**src/sv/srr_pkg.sv**
```systemverilog
// Package: shared constants, codes and controller/datapath handshake types.
package srr_pkg;

  localparam int SEQ_COUNT_DEF  = 32;
  localparam int DATA_WIDTH_DEF = 32;

  localparam int SEQ_W   = 6;
  localparam int WORD_W  = 32;
  localparam int RW_W    = 5;
  localparam int APB_DW  = 32;
  localparam int APB_AW  = 2;

  localparam int WINDOW_CAP = 16;
  localparam int CNT_W      = $clog2(WINDOW_CAP + 1);

  localparam logic [RW_W-1:0]   RW_RESET    = RW_W'(10);
  localparam logic [APB_AW-1:0] ADDR_RX_WIN = '0;

  typedef enum logic {
    KIND_DELIVER = 1'b0,
    KIND_ACK     = 1'b1
  } kind_t;

  typedef struct packed {
    logic load;
    logic eval;
    logic scan_step;
    logic scan_done;
    logic read;
  } srr_cmd_t;

  typedef struct packed {
    logic run;
    logic scan_more;
    logic count_zero;
  } srr_stat_t;

endpackage

```
**src/sv/srr_ctrl.sv**
```systemverilog
// Controller: sequences evaluate, scan, delivery and acknowledgement per packet.
module srr_ctrl import srr_pkg::*; (
  input  logic      clk,
  input  logic      rst,
  input  logic      in_valid,
  output logic      in_ready,
  output logic      out_valid,
  input  logic      out_ready,
  output kind_t     out_kind,
  output srr_cmd_t  cmd,
  input  srr_stat_t st
);

  typedef enum logic [2:0] {
    S_IDLE,
    S_EVAL,
    S_SCAN,
    S_READ,
    S_DELIV,
    S_ACK
  } state_t;

  state_t state;

  always_comb begin
    cmd           = '0;
    cmd.load      = (state == S_IDLE) && in_valid && in_ready;
    cmd.eval      = (state == S_EVAL);
    cmd.scan_step = (state == S_SCAN) && st.scan_more;
    cmd.scan_done = (state == S_SCAN) && !st.scan_more;
    cmd.read      = (state == S_READ);
  end

  always_ff @(posedge clk) begin
    if (rst) begin
      state     <= S_IDLE;
      in_ready  <= 1'b1;
      out_valid <= 1'b0;
      out_kind  <= KIND_ACK;
    end else begin
      unique case (state)
        S_IDLE: begin
          if (in_valid && in_ready) begin
            state    <= S_EVAL;
            in_ready <= 1'b0;
          end
        end
        S_EVAL: begin
          if (st.run) begin
            state <= S_SCAN;
          end else begin
            state     <= S_ACK;
            out_valid <= 1'b1;
            out_kind  <= KIND_ACK;
          end
        end
        S_SCAN: begin
          if (!st.scan_more) state <= S_READ;
        end
        S_READ: begin
          state     <= S_DELIV;
          out_valid <= 1'b1;
          out_kind  <= KIND_DELIVER;
        end
        S_DELIV: begin
          if (out_ready) begin
            if (st.count_zero) begin
              state    <= S_ACK;
              out_kind <= KIND_ACK;
            end else begin
              state     <= S_READ;
              out_valid <= 1'b0;
            end
          end
        end
        S_ACK: begin
          if (out_ready) begin
            state     <= S_IDLE;
            out_valid <= 1'b0;
            in_ready  <= 1'b1;
          end
        end
        default: state <= S_IDLE;
      endcase
    end
  end

endmodule

```
**config.mk**
```make
export PLATFORM = sky130hd
export DESIGN_NAME = srr_ctrl
export DESIGN_NICKNAME = d
export VERILOG_FILES = /design/src/sv/srr_pkg.sv /design/src/sv/srr_ctrl.sv
export SDC_FILE = /design/constraint.sdc
export NUM_CORES = 1
export LEC_CHECK = 0
export BUFFER_PORTS_ARGS = -buffer_cell sky130_fd_sc_hd__buf_2
export CAP_MARGIN = 20
export CORE_AREA = 4 4 41 43
export DETAILED_ROUTE_END_ITERATION = 8
export DIE_AREA = 0 0 45 47
export SYNTH_ARGS = -nofsm -noshare
export SYNTH_HDL_FRONTEND = slang
export SYNTH_SLANG_ARGS = --single-unit
export TNS_END_PERCENT = 1
```
**constraint.sdc**
```tcl
create_clock -name clk -period 1.3 [get_ports clk]
set_input_delay 0.26 -clock clk [delete_from_list [all_inputs] [get_ports clk]]
set_output_delay 0.26 -clock clk [all_outputs]
set_load 0.02 [all_outputs]
```
==> impl_metrics.json <==
{
  "grt_setup_unrepaired": "yes",
  "grt_usage": 0.130,
  "worst_ep_required_time_ns": 1.04,
  "cts-hold-fix-buffers": 0,
  "synth_area_um2": 389,
  "grt_pass1_wl_um": 1940,
  "stdcell_area_um2": 612,
  "layout_commonest_cell": "buf_4",
  "htreeDepth": 1,
  "critPathArrivalTime_ns": 1.07,
  "combPwrFrac": 0.407,
  "end_kind": "output pin",
  "grt_pass1_vias": 425,
  "start_util": 0.299,
  "synth_seq_cells": 6,
  "crit_path_top_delay_cell": "dfxtp_4",
  "tritoncts": "built",
  "fillers": 138,
  "post-dp-hpwl_um": 756,
  "p_int_uw": 449,
  "finalHoldViolations": 0,
  "area_delta_synth_final_pct": 57.2,
  "clock_path_buffers": 2,
  "holdWs_ns": 0.252,
  "seqPwrFrac": 0.338,
  "diodes": 0,
  "hold_class": "primary input to flip-flop",
  "ant_nets": 0,
  "crit_fanout": 7,
  "slowest_delay_ns": 0.38,
  "antenna_found_initial": 0,
  "synth.avg_cell_area_um2": 8.46,
  "drtIter0Drc": 8,
  "dieArea_um2": 2120,
  "drt_wl_total_um": 1130,
  "mostFrequentLayoutCells": "buf_4 (10), buf_2 (9), a21oi_1 (4)",
  "drc": 0,
  "finalMaxSlewViolations": 0,
  "numCtsBuffers": 3,
  "crit_type": "flip-flop to output pin",
  "final_cells": 83,
  "syn-instance-count": 46,
  "leakagePower_uw": 0.000265,
  "gr-total-overflow": 0,
  "drv_cap": 0,
  "fin_crit_ns": 1.33,
  "drt-wirelength-per-cell_um": 13.7,
  "powerDensity_nw_per_um2": 1130,
  "via_count": 432,
  "slew_headroom": 0.835,
  "coreArea_um2": 1300,
  "grt_max_degree": 11,
  "io_pins": 15,
  "switching_power_uw": 240,
  "place_area_um2": 499,
  "dr.pass1.iters": 4,
  "finalSetupViolations": 4,
  "drive_gt1_frac": 0.544,
  "critical_path.cell_chain": "nor2b_4 > and2_1 > buf_4",
  "layout.nets": 77,
  "synth_cell_type_count": 28,
  "cp-start-kind": "flip-flop",
  "skew_ns": 0.00118,
  "post-route-period-util": 1.02,
  "seq_area_frac_synth": 0.309,
  "clkLatencyLatePin_ns": 0.25,
  "row_count": 13,
  "yosys_warnings": 0,
  "worst_slew_pin_slew_ns": 0.247,
  "clock.fmax_ghz": 0.751,
  "finalWorstSetupSlack_ns": -0.0315,
  "syn_nets": 53,
  "status": "finished, violations left",
  "cts_sinks": 6,
  "die_h_um": 47,
  "clkPwrFrac": 0.255,
  "ys.flop_type": "dfxtp_1",
  "cts.reportedPaths.clkPinSlew_ns": 0.05,
  "root_buffer": "clkbuf_4",
  "dp_cells": 78,
  "portBuffers": 14,
  "gp_congestion": 0.759,
  "chipWidth_um": 45,
  "dp_slack_ns": 0.0491,
  "viasPerCell": 5.20,
  "switching_share": 0.348,
  "violations": "negative setup slack",
  "synth_edf_count": 0,
  "peakVddDrop_mv": 0.455,
  "synthArstFlopShare": 0
}
## Yosys cell counts (all sizes together) (2+ instances only)
library cell | number | area (µm²)
nor2b | 3 | 18.8
nor2 | 2 | 7.51
nand3b | 2 | 15.0
inv | 2 | 7.50
dfxtp | 6 | 120
nand2 | 3 | 11.3
nand2b | 3 | 18.8
buf | 2 | 16.3
and2 | 2 | 12.5
a21oi | 4 | 20.0
nor4 | 2 | 12.5
## what timing repair did
action / in CTS / in global routing
buffers inserted: 2 / 0
resized for setup: 13 / 9
pin swaps: 3 / 1
setup endpoints to repair: 5 / 6
## cells by family after synthesis
| kind of cell | count (synthesis) | share of synthesized area |
|---|---|---|
| compound gates | 13 | 0.257 |
| xor+xnor | 1 | 0.0225 |
| buf+inv | 4 | 0.0611 |
| flops | 6 | 0.309 |
| simple gates | 22 | 0.351 |
## through the flow
| stage | utilization | setup TNS [ns] | total power (µW) |
|---|---|---|---|
| after floorplan | - | -0.521 | 383 |
| after global placement | 0.384 | 0 | 462 |
| after detailed placement | 0.384 | 0 | 460 |
| after CTS | 0.440 | -0.198 | 671 |
| after global routing | 0.470 | -0.352 | 733 |
| final | 0.470 | -0.107 | 689 |
## routing by layer
metal / wire length (µm) / track usage
met1: 530 / 0.176
met2: 509 / 0.184
met3: 76 / 0.0268
met4: 17 / 0.0877
met5: 0 / 0
## state kept, by name, summed over array words and instances, names as in the netlist
register and flops:
out_valid 1, out_kind 1, in_ready 1, state 3
## worst max-delay path: cells and delay by family, from the launching register on
family        cells  cell delay [ns]
simple gates      2             0.30
buf+inv           1             0.15
flops             1             0.38
## area by class of cell
type / instances / area [µm²] / area share
clock buffer: 3 / 22.5 / 0.0368
sequential: 6 / 130 / 0.213
multi-input combinational: 36 / 288 / 0.470
tap: 15 / 18.8 / 0.0307
timing repair buffer: 21 / 143 / 0.233
inverter: 2 / 10.0 / 0.0164
## power by group through the flow
stage          Clock (µW)  Combinational [µW]  Sequential (µW)
2_1_floorplan           0                 147              236
3_3_place_gp            0                 234              229
3_5_place_dp            0                 231              229
4_1_cts               184                 258              230
5_1_grt               192                 305              236
6_report              176                 280              233
## final timing paths
check,startpoint,endpoint,slack (ns),depth (start not counted)
max,state[2],cmd[3],-0.03,3
min,rst,state[2],0.25,2
max reg2reg,state[1],state[1],0.09,4
min reg2reg,out_valid,out_valid,0.51,2
Note: power is estimated with default switching activity, not from simulation.
